File: config.mk
export PLATFORM = sky130hd
export DESIGN_NAME = pwm_prescaler_scale_search
export DESIGN_NICKNAME = d
export VERILOG_FILES = /design/src/design/pps_pkg.sv /design/src/design/pwm_prescaler_scale_search.sv /design/src/design/pps_div.sv /design/src/design/pps_ctrl.sv
export SDC_FILE = /design/constraint.sdc
export NUM_CORES = 1
export LEC_CHECK = 0
export ABC_AREA = 1
export BUFFER_PORTS_ARGS = -buffer_cell sky130_fd_sc_hd__buf_4
export CORE_UTILIZATION = 40
export DETAILED_ROUTE_END_ITERATION = 10
export HOLD_SLACK_MARGIN = 0.15
export MAX_ROUTING_LAYER = met4
export PLACE_DENSITY = 0.57
export SLEW_MARGIN = 5
export SYNTH_ARGS = -nofsm -noshare
export SYNTH_HDL_FRONTEND = slang
export SYNTH_HIERARCHICAL = 1
export SYNTH_SLANG_ARGS = --single-unit
File: constraint.sdc
create_clock -name clk -period 6.8 [get_ports clk]
set_input_delay 0.68 -clock clk [delete_from_list [all_inputs] [get_ports clk]]
set_output_delay 0.68 -clock clk [all_outputs]
set_load 0.03 [all_outputs]
File: src/design/pps_pkg.sv
// ----------------------------------------------------------------------------
// pps_pkg
// shared types and constants of the pwm prescaler and scale search
// ----------------------------------------------------------------------------
package pps_pkg;

    localparam int unsigned DATA_W  = 32;
    localparam int unsigned RES_W   = 16;
    localparam int unsigned PROD_W  = 17;
    localparam int unsigned CS_W    = 3;
    localparam int unsigned MODE_W  = 2;
    localparam int unsigned INDEX_W = 8;

    // mode codes
    localparam logic [MODE_W-1:0] MODE_FAST  = 2'd0;
    localparam logic [MODE_W-1:0] MODE_RIGHT = 2'd1;
    localparam logic [MODE_W-1:0] MODE_PHASE = 2'd2;

    // register indexes
    localparam logic [INDEX_W-1:0] REG_CLOCK_HZ     = 8'd0;
    localparam logic [INDEX_W-1:0] REG_WIDE_COUNTER = 8'd1;

    // reset values
    localparam logic [DATA_W-1:0] CLOCK_HZ_RESET     = 32'd16000000;
    localparam logic              WIDE_COUNTER_RESET = 1'b1;

    // counter tops
    localparam logic [PROD_W-1:0] TOP_WIDE   = 17'd65535;
    localparam logic [PROD_W-1:0] TOP_NARROW = 17'd255;

    // clock select codes
    localparam logic [CS_W-1:0] CS_NONE    = 3'd0;
    localparam logic [CS_W-1:0] CS_DIV1    = 3'd1;
    localparam logic [CS_W-1:0] CS_DIV8    = 3'd2;
    localparam logic [CS_W-1:0] CS_DIV64   = 3'd3;
    localparam logic [CS_W-1:0] CS_DIV256  = 3'd4;
    localparam logic [CS_W-1:0] CS_DIV1024 = 3'd5;

    // divider set boundaries for the ideal divider
    localparam logic [DATA_W-1:0] IDEAL_MIN  = 32'd1;
    localparam logic [DATA_W-1:0] BOUND_8    = 32'd8;
    localparam logic [DATA_W-1:0] BOUND_64   = 32'd64;
    localparam logic [DATA_W-1:0] BOUND_256  = 32'd256;
    localparam logic [DATA_W-1:0] BOUND_1024 = 32'd1024;

    typedef struct packed {
        logic              start;
        logic [DATA_W-1:0] dividend;
        logic [DATA_W-1:0] divisor;
    } div_req_t;

    typedef struct packed {
        logic              done;
        logic              busy;
        logic [DATA_W-1:0] quotient;
    } div_rsp_t;

endpackage

File: src/design/pwm_prescaler_scale_search.sv
// ----------------------------------------------------------------------------
// pwm_prescaler_scale_search
// finds the scale and prescaler code whose pwm frequency is closest to target
// ----------------------------------------------------------------------------
// channel   direction  handshake              word
// request   in         start / busy           mode, target_freq, resolution
// result    out        done (one cycle)       achieved_freq, scale,
//                                             clock_select, supported
// config    in         cfg_valid / cfg_ready  cfg_index, cfg_data
//
// each scale value takes two passes of the shared one-bit-per-cycle
// divider plus set-up and compare steps; only the period division runs
// when the target is zero
// right-aligned mode answers in the cycle after start; busy stays high during a search
// reset restores clock_hz 16000000 and the wide counter; no clearing pass
// the result word is shown for one cycle; the receiver cannot stall it
// ----------------------------------------------------------------------------
module pwm_prescaler_scale_search
(
    input  logic                                clk,
    input  logic                                rst_n,
    input  logic                                start,
    output logic                                busy,
    input  logic [pps_pkg::MODE_W-1:0]          mode,
    input  logic [pps_pkg::DATA_W-1:0]          target_freq,
    input  logic [pps_pkg::RES_W-1:0]           resolution,
    output logic                                done,
    output logic [pps_pkg::DATA_W-1:0]          achieved_freq,
    output logic [pps_pkg::RES_W-1:0]           scale,
    output logic [pps_pkg::CS_W-1:0]            clock_select,
    output logic                                supported,
    input  logic                                cfg_valid,
    output logic                                cfg_ready,
    input  logic [pps_pkg::INDEX_W-1:0]         cfg_index,
    input  logic [pps_pkg::DATA_W-1:0]          cfg_data
);

    logic [pps_pkg::DATA_W-1:0] clock_hz_reg;
    logic [pps_pkg::DATA_W-1:0] clock_hz_next;
    logic                       wide_counter_reg;
    logic                       wide_counter_next;

    pps_pkg::div_req_t          div_req;
    pps_pkg::div_rsp_t          div_rsp;

    assign cfg_ready = 1'b1;

    always_comb
    begin
        clock_hz_next     = clock_hz_reg;
        wide_counter_next = wide_counter_reg;
        if (cfg_valid && cfg_ready)
        begin
            if (cfg_index == pps_pkg::REG_CLOCK_HZ)
            begin
                clock_hz_next = cfg_data;
            end
            else if (cfg_index == pps_pkg::REG_WIDE_COUNTER)
            begin
                wide_counter_next = cfg_data[0];
            end
        end
    end

    always_ff @(posedge clk or negedge rst_n)
    begin
        if (!rst_n)
        begin
            clock_hz_reg     <= pps_pkg::CLOCK_HZ_RESET;
            wide_counter_reg <= pps_pkg::WIDE_COUNTER_RESET;
        end
        else
        begin
            clock_hz_reg     <= clock_hz_next;
            wide_counter_reg <= wide_counter_next;
        end
    end

    pps_div u_div
    (
        .clk   (clk),
        .rst_n (rst_n),
        .req   (div_req),
        .rsp   (div_rsp)
    );

    pps_ctrl u_ctrl
    (
        .clk           (clk),
        .rst_n         (rst_n),
        .start         (start),
        .busy          (busy),
        .mode          (mode),
        .target_freq   (target_freq),
        .resolution    (resolution),
        .clock_hz      (clock_hz_reg),
        .wide_counter  (wide_counter_reg),
        .div_req       (div_req),
        .div_rsp       (div_rsp),
        .done          (done),
        .achieved_freq (achieved_freq),
        .scale         (scale),
        .clock_select  (clock_select),
        .supported     (supported)
    );

endmodule

File: src/design/pps_div.sv
// ----------------------------------------------------------------------------
// pps_div
// restoring unsigned divider, one quotient bit per cycle
// ----------------------------------------------------------------------------
module pps_div
(
    input  logic               clk,
    input  logic               rst_n,
    input  pps_pkg::div_req_t  req,
    output pps_pkg::div_rsp_t  rsp
);

    localparam int unsigned W     = pps_pkg::DATA_W;
    localparam int unsigned CNT_W = $clog2(W);

    logic [W-1:0]     rem_reg;
    logic [W-1:0]     rem_next;
    logic [W-1:0]     quo_reg;
    logic [W-1:0]     quo_next;
    logic [W-1:0]     dsr_reg;
    logic [W-1:0]     dsr_next;
    logic [CNT_W-1:0] cnt_reg;
    logic [CNT_W-1:0] cnt_next;
    logic             busy_reg;
    logic             busy_next;
    logic             done_reg;
    logic             done_next;

    logic [W:0]       shifted;
    logic             ge;

    assign shifted = {rem_reg, quo_reg[W-1]};
    assign ge      = (shifted >= {1'b0, dsr_reg});

    always_comb
    begin
        rem_next  = rem_reg;
        quo_next  = quo_reg;
        dsr_next  = dsr_reg;
        cnt_next  = cnt_reg;
        busy_next = busy_reg;
        done_next = 1'b0;
        if (req.start)
        begin
            rem_next  = '0;
            quo_next  = req.dividend;
            dsr_next  = req.divisor;
            cnt_next  = CNT_W'(W - 1);
            busy_next = 1'b1;
        end
        else if (busy_reg)
        begin
            rem_next = ge ? W'(shifted - {1'b0, dsr_reg}) : shifted[W-1:0];
            quo_next = {quo_reg[W-2:0], ge};
            cnt_next = cnt_reg - 1'b1;
            if (cnt_reg == '0)
            begin
                busy_next = 1'b0;
                done_next = 1'b1;
            end
        end
    end

    always_ff @(posedge clk or negedge rst_n)
    begin
        if (!rst_n)
        begin
            busy_reg <= 1'b0;
            done_reg <= 1'b0;
            cnt_reg  <= '0;
        end
        else
        begin
            busy_reg <= busy_next;
            done_reg <= done_next;
            cnt_reg  <= cnt_next;
        end
    end

    always_ff @(posedge clk)
    begin
        rem_reg <= rem_next;
        quo_reg <= quo_next;
        dsr_reg <= dsr_next;
    end

    assign rsp.done     = done_reg;
    assign rsp.busy     = busy_reg;
    assign rsp.quotient = quo_reg;

    a_no_restart: assert property (@(posedge clk) disable iff (!rst_n)
        req.start |-> !busy_reg)
        else $error("divider restarted while busy");

    a_done_ends_busy: assert property (@(posedge clk) disable iff (!rst_n)
        done_reg |-> !busy_reg)
        else $error("divider done while still busy");

    a_last_step: assert property (@(posedge clk) disable iff (!rst_n)
        (busy_reg && !req.start && cnt_reg == '0) |=> done_reg)
        else $error("divider missed its done pulse");

endmodule

File: src/design/pps_ctrl.sv
// ----------------------------------------------------------------------------
// pps_ctrl
// search sequencer: steps the scale, drives the shared divider, keeps best
// ----------------------------------------------------------------------------
module pps_ctrl
(
    input  logic                                clk,
    input  logic                                rst_n,
    input  logic                                start,
    output logic                                busy,
    input  logic [pps_pkg::MODE_W-1:0]          mode,
    input  logic [pps_pkg::DATA_W-1:0]          target_freq,
    input  logic [pps_pkg::RES_W-1:0]           resolution,
    input  logic [pps_pkg::DATA_W-1:0]          clock_hz,
    input  logic                                wide_counter,
    output pps_pkg::div_req_t                   div_req,
    input  pps_pkg::div_rsp_t                   div_rsp,
    output logic                                done,
    output logic [pps_pkg::DATA_W-1:0]          achieved_freq,
    output logic [pps_pkg::RES_W-1:0]           scale,
    output logic [pps_pkg::CS_W-1:0]            clock_select,
    output logic                                supported
);

    localparam int unsigned W  = pps_pkg::DATA_W;
    localparam int unsigned RW = pps_pkg::RES_W;
    localparam int unsigned PW = pps_pkg::PROD_W;

    typedef enum logic [4:0]
    {
        ST_IDLE  = 5'b00001,
        ST_CHECK = 5'b00010,
        ST_PER   = 5'b00100,
        ST_IDEAL = 5'b01000,
        ST_EVAL  = 5'b10000
    } state_t;

    function automatic logic [W-1:0] udist(input logic [W-1:0] x, input logic [W-1:0] y);
        udist = (x > y) ? (x - y) : (y - x);
    endfunction

    state_t                    state_reg;
    state_t                    state_next;
    logic [W-1:0]              target_reg;
    logic [W-1:0]              target_next;
    logic [RW-1:0]             res_reg;
    logic [RW-1:0]             res_next;
    logic [RW-1:0]             a_reg;
    logic [RW-1:0]             a_next;
    logic [PW-1:0]             prod_reg;
    logic [PW-1:0]             prod_next;
    logic [W-1:0]              per_reg;
    logic [W-1:0]              per_next;
    logic [W-1:0]              ideal_reg;
    logic [W-1:0]              ideal_next;
    logic [W-1:0]              best_freq_reg;
    logic [W-1:0]              best_freq_next;
    logic [RW-1:0]             best_scale_reg;
    logic [RW-1:0]             best_scale_next;
    logic [pps_pkg::CS_W-1:0]  best_cs_reg;
    logic [pps_pkg::CS_W-1:0]  best_cs_next;
    logic                      supported_reg;
    logic                      supported_next;
    logic                      done_reg;
    logic                      done_next;

    logic [PW-1:0]             top;
    logic [W-1:0]              cand;
    logic [pps_pkg::CS_W-1:0]  cand_cs;

    assign top = wide_counter ? pps_pkg::TOP_WIDE : pps_pkg::TOP_NARROW;

    // next larger divider of the set
    always_comb
    begin
        if (ideal_reg < pps_pkg::BOUND_8)
        begin
            cand    = per_reg >> 3;
            cand_cs = pps_pkg::CS_DIV8;
        end
        else if (ideal_reg < pps_pkg::BOUND_64)
        begin
            cand    = per_reg >> 6;
            cand_cs = pps_pkg::CS_DIV64;
        end
        else if (ideal_reg < pps_pkg::BOUND_256)
        begin
            cand    = per_reg >> 8;
            cand_cs = pps_pkg::CS_DIV256;
        end
        else
        begin
            cand    = per_reg >> 10;
            cand_cs = pps_pkg::CS_DIV1024;
        end
    end

    always_comb
    begin
        state_next      = state_reg;
        target_next     = target_reg;
        res_next        = res_reg;
        a_next          = a_reg;
        prod_next       = prod_reg;
        per_next        = per_reg;
        ideal_next      = ideal_reg;
        best_freq_next  = best_freq_reg;
        best_scale_next = best_scale_reg;
        best_cs_next    = best_cs_reg;
        supported_next  = supported_reg;
        done_next       = 1'b0;
        div_req.start    = 1'b0;
        div_req.dividend = clock_hz;
        div_req.divisor  = W'(prod_reg);

        case (state_reg)
            ST_IDLE:
            begin
                if (start)
                begin
                    target_next     = target_freq;
                    res_next        = resolution;
                    a_next          = RW'(1);
                    prod_next       = PW'(resolution);
                    best_freq_next  = '0;
                    best_scale_next = RW'(1);
                    if (mode == pps_pkg::MODE_RIGHT)
                    begin
                        best_cs_next   = pps_pkg::CS_NONE;
                        supported_next = 1'b0;
                        done_next      = 1'b1;
                    end
                    else
                    begin
                        best_cs_next   = pps_pkg::CS_DIV1;
                        supported_next = 1'b1;
                        state_next     = ST_CHECK;
                    end
                end
            end
            ST_CHECK:
            begin
                if (res_reg == '0 || prod_reg > top)
                begin
                    done_next  = 1'b1;
                    state_next = ST_IDLE;
                end
                else
                begin
                    div_req.start = 1'b1;
                    state_next    = ST_PER;
                end
            end
            ST_PER:
            begin
                if (div_rsp.done)
                begin
                    per_next = div_rsp.quotient;
                    if (target_reg == '0)
                    begin
                        // unbounded ideal divider: no candidate, next scale
                        a_next     = a_reg + 1'b1;
                        prod_next  = prod_reg + PW'(res_reg);
                        state_next = ST_CHECK;
                    end
                    else
                    begin
                        div_req.start    = 1'b1;
                        div_req.dividend = div_rsp.quotient;
                        div_req.divisor  = target_reg;
                        state_next       = ST_IDEAL;
                    end
                end
            end
            ST_IDEAL:
            begin
                if (div_rsp.done)
                begin
                    ideal_next = div_rsp.quotient;
                    state_next = ST_EVAL;
                end
            end
            ST_EVAL:
            begin
                if (ideal_reg <= pps_pkg::IDEAL_MIN)
                begin
                    done_next  = 1'b1;
                    state_next = ST_IDLE;
                end
                else
                begin
                    if (ideal_reg < pps_pkg::BOUND_1024 &&
                        udist(best_freq_reg, target_reg) > udist(cand, target_reg))
                    begin
                        best_freq_next  = cand;
                        best_scale_next = a_reg;
                        best_cs_next    = cand_cs;
                    end
                    a_next     = a_reg + 1'b1;
                    prod_next  = prod_reg + PW'(res_reg);
                    state_next = ST_CHECK;
                end
            end
            default:
            begin
                state_next = ST_IDLE;
            end
        endcase
    end

    always_ff @(posedge clk or negedge rst_n)
    begin
        if (!rst_n)
        begin
            state_reg <= ST_IDLE;
            done_reg  <= 1'b0;
        end
        else
        begin
            state_reg <= state_next;
            done_reg  <= done_next;
        end
    end

    always_ff @(posedge clk)
    begin
        target_reg     <= target_next;
        res_reg        <= res_next;
        a_reg          <= a_next;
        prod_reg       <= prod_next;
        per_reg        <= per_next;
        ideal_reg      <= ideal_next;
        best_freq_reg  <= best_freq_next;
        best_scale_reg <= best_scale_next;
        best_cs_reg    <= best_cs_next;
        supported_reg  <= supported_next;
    end

    assign busy          = (state_reg != ST_IDLE);
    assign done          = done_reg;
    assign achieved_freq = best_freq_reg;
    assign scale         = best_scale_reg;
    assign clock_select  = best_cs_reg;
    assign supported     = supported_reg;

    a_done_idle: assert property (@(posedge clk) disable iff (!rst_n)
        done_reg |-> (state_reg == ST_IDLE))
        else $error("result word shown while search runs");

    a_cs_range: assert property (@(posedge clk) disable iff (!rst_n)
        (done_reg && supported_reg) |->
        (best_cs_reg == pps_pkg::CS_DIV1 || best_cs_reg == pps_pkg::CS_DIV8 ||
         best_cs_reg == pps_pkg::CS_DIV64 || best_cs_reg == pps_pkg::CS_DIV256 ||
         best_cs_reg == pps_pkg::CS_DIV1024))
        else $error("clock select out of range");

    a_unsupported: assert property (@(posedge clk) disable iff (!rst_n)
        (done_reg && !supported_reg) |->
        (best_freq_reg == '0 && best_cs_reg == pps_pkg::CS_NONE))
        else $error("unsupported word carries a result");

    a_div_idle_start: assert property (@(posedge clk) disable iff (!rst_n)
        (state_reg == ST_CHECK && !done_next) |=> (state_reg == ST_PER && div_rsp.busy))
        else $error("divider not started for period");

endmodule
==> results.json <==
{
  "status": "complete, no violations",
  "drcViolationCount": 0,
  "initial_core_util": 0.406,
  "wl_per_cell_um": 18.8,
  "num_vias": 26463,
  "clk_latency_ps": 570,
  "slew_viol_final": 0,
  "gp_congestion": 0.992,
  "drtIter0Drc": 2188,
  "first_pass_iters": 5,
  "critPathMaxFanout": 34,
  "crit_arrival_ps": 6340,
  "peakVddDrop_v": 0.000177,
  "cap_violations": 0,
  "tns_ps": 0,
  "fmax_mhz": 163,
  "slowest_delay_ps": 390,
  "grt_usage": 0.288,
  "antenna_found_initial": 0,
  "syn_area_um2": 28000,
  "num_antenna_cells": 0,
  "clk_pin_slew_ps": 60,
  "htreeDepth": 2,
  "pwr_density_cell_nw_per_um2": 425,
  "cts_made_buffers": 41,
  "grt_max_degree": 83,
  "hold_viol": 0,
  "die_w_um": 267,
  "io_buffers": 144,
  "finClkSkew_ps": 33.7,
  "grtUsageMet2": 0.452,
  "crit_top_cell": "nand2_1",
  "rsz0062_at_grt": "no",
  "final_cells": 5303,
  "yosys_warnings": 6,
  "post-cts-setup-buffer-count": 0,
  "cp_data_required_time_ps": 7000,
  "ios": 149,
  "startpoint_type": "flip-flop",
  "grt_pass1_wl_mm": 150,
  "end_kind": "flip-flop",
  "multi_input_area_um2": 15300,
  "syn_avg_cell_area_um2": 6.65,
  "die_y_um": 267,
  "fillers": 7477,
  "p_leak_nw": 16.6,
  "vias_per_cell": 4.99,
  "grt_busiest_layer": "met2",
  "relSlewSlack": 0.211,
  "dp_hpwl_mm": 81.9,
  "worstSetupPathType": "flip-flop to flip-flop",
  "dp.cells": 5226,
  "fin_area_um2": 31300,
  "setup_viol": 0,
  "synthCells": 4216,
  "drive_gt1_frac": 0.0762,
  "period_needed_ps": 6140,
  "tightest_slew_ps": 1180,
  "ff_latch_area_um2": 9430,
  "syn_to_final_growth_pct": 11.5,
  "design.die.area_um2": 71100,
  "grt_pass1_vias": 24697,
  "cts_max_path_buffers": 3,
  "drtAntennaViolNets": 0,
  "routed_wl_mm": 99.9,
  "fin_crit_sh": 0.904,
  "hold_class": "primary input to flip-flop",
  "cp_slowest_cell": "buf_4",
  "cts_root_buffer": "clkbuf_16",
  "use_met3": 0.0227,
  "nets": 4646,
  "num_rows": 96,
  "placed_area_um2": 29900,
  "coreArea_um2": 68900,
  "gr-total-overflow": 0,
  "cts_sinks": 332,
  "cts_tree": "built",
  "grt_use_met1": 0.401
}
-- power breakdown --
group / internal [mW] / leakage (nW) / total [mW] / switching, mW
clock network: 1.28 / 0.640 / 2.18 / 0.894
logic: 2.43 / 12.7 / 7.56 / 5.13
registers: 2.97 / 3.26 / 3.55 / 0.587
total: 6.68 / 16.6 / 13.3 / 6.61
-- metal layers --
metal  wire [µm]  share of wire
met3        5320          0.053
met1       47300           0.47
met5           0              0
met4        2480          0.025
met2       44800           0.45
-- critical path, delay by kind of cell (launching register included) --
family | cells | cell delay [ps]
fa+ha+maj | 2 | 510
buf+inv | 7 | 1350
flops | 1 | 350
simple gates | 25 | 3090
compound gates | 2 | 440
-- layout by cell type, fill, tap and decap left out, types with 5 or more instances in the layout --
| master | instances |
|---|---|
| a21oi_1 | 170 |
| a31oi_1 | 6 |
| and2_1 | 5 |
| buf_4 | 169 |
| clkbuf_1 | 12 |
| clkbuf_16 | 43 |
| clkinv_1 | 8 |
| clkinv_2 | 6 |
| dfrtp_1 | 37 |
| dfstp_2 | 9 |
| dfxtp_1 | 32 |
| edfxtp_1 | 254 |
| fa_1 | 6 |
| ha_1 | 207 |
| inv_1 | 706 |
| inv_2 | 21 |
| nand2_1 | 1702 |
| nand2_2 | 27 |
| nand3_1 | 270 |
| nand3b_1 | 14 |
| nand4_1 | 56 |
| nor2_1 | 284 |
| nor2_2 | 24 |
| nor2_4 | 6 |
| nor3_1 | 23 |
| nor4_1 | 11 |
| o211ai_1 | 10 |
| o21a_1 | 7 |
| o21ai_0 | 76 |
| o21ai_1 | 16 |
| o21bai_1 | 19 |
| xnor2_1 | 26 |
| xor2_1 | 58 |
-- timing repair --
action,4_1_cts,5_1_grt
gates resized for setup,0,0
endpoints found under the hold margin,37,0
hold buffers,1,0
endpoints found under the setup margin,0,0
-- metrics by stage --
stage | util | hold WS (ps) | setup WS [ps] | power (mW)
6_report | 0.453 | 280 | 655 | 13.3
5_1_grt | 0.453 | 256 | 73.6 | 14.4
4_1_cts | 0.453 | 249 | 604 | 13.3
3_5_place_dp | 0.434 | 457 | 651 | 11.0
3_3_place_gp | 0.434 | 454 | 741 | 11.0
2_1_floorplan | - | 384 | 122 | 8.69
-- path summary, 6_finish.rpt --
check | slack [ps] | depth (start not counted) | startpoint | endpoint
setup / recovery | 660 | 36 | u_ctrl/ideal_reg[20] | u_ctrl/achieved_freq[20]
hold / removal | 280 | 1 | target_freq[7] | u_ctrl/target_reg[7]
setup reg to reg | 660 | 36 | u_ctrl/ideal_reg[20] | u_ctrl/achieved_freq[20]
hold reg to reg | 460 | 2 | clock_hz_reg[22] | clock_hz_reg[22]
max in group asynchronous | 5730 | 2 | rst_n | u_ctrl/state_reg[3]
min in group asynchronous | 650 | 2 | rst_n | clock_hz_reg[19]
-- final cells by class --
cell class              instances  share of cell area
clock inverters                21             0.00693
inverters                     731              0.0879
multi-input cells            3063               0.489
well taps                     931              0.0373
clock buffers                  55              0.0359
flip-flops and latches        332               0.302
repair buffers                170              0.0409
No activity file was read; power rests on OpenSTA's default activity.
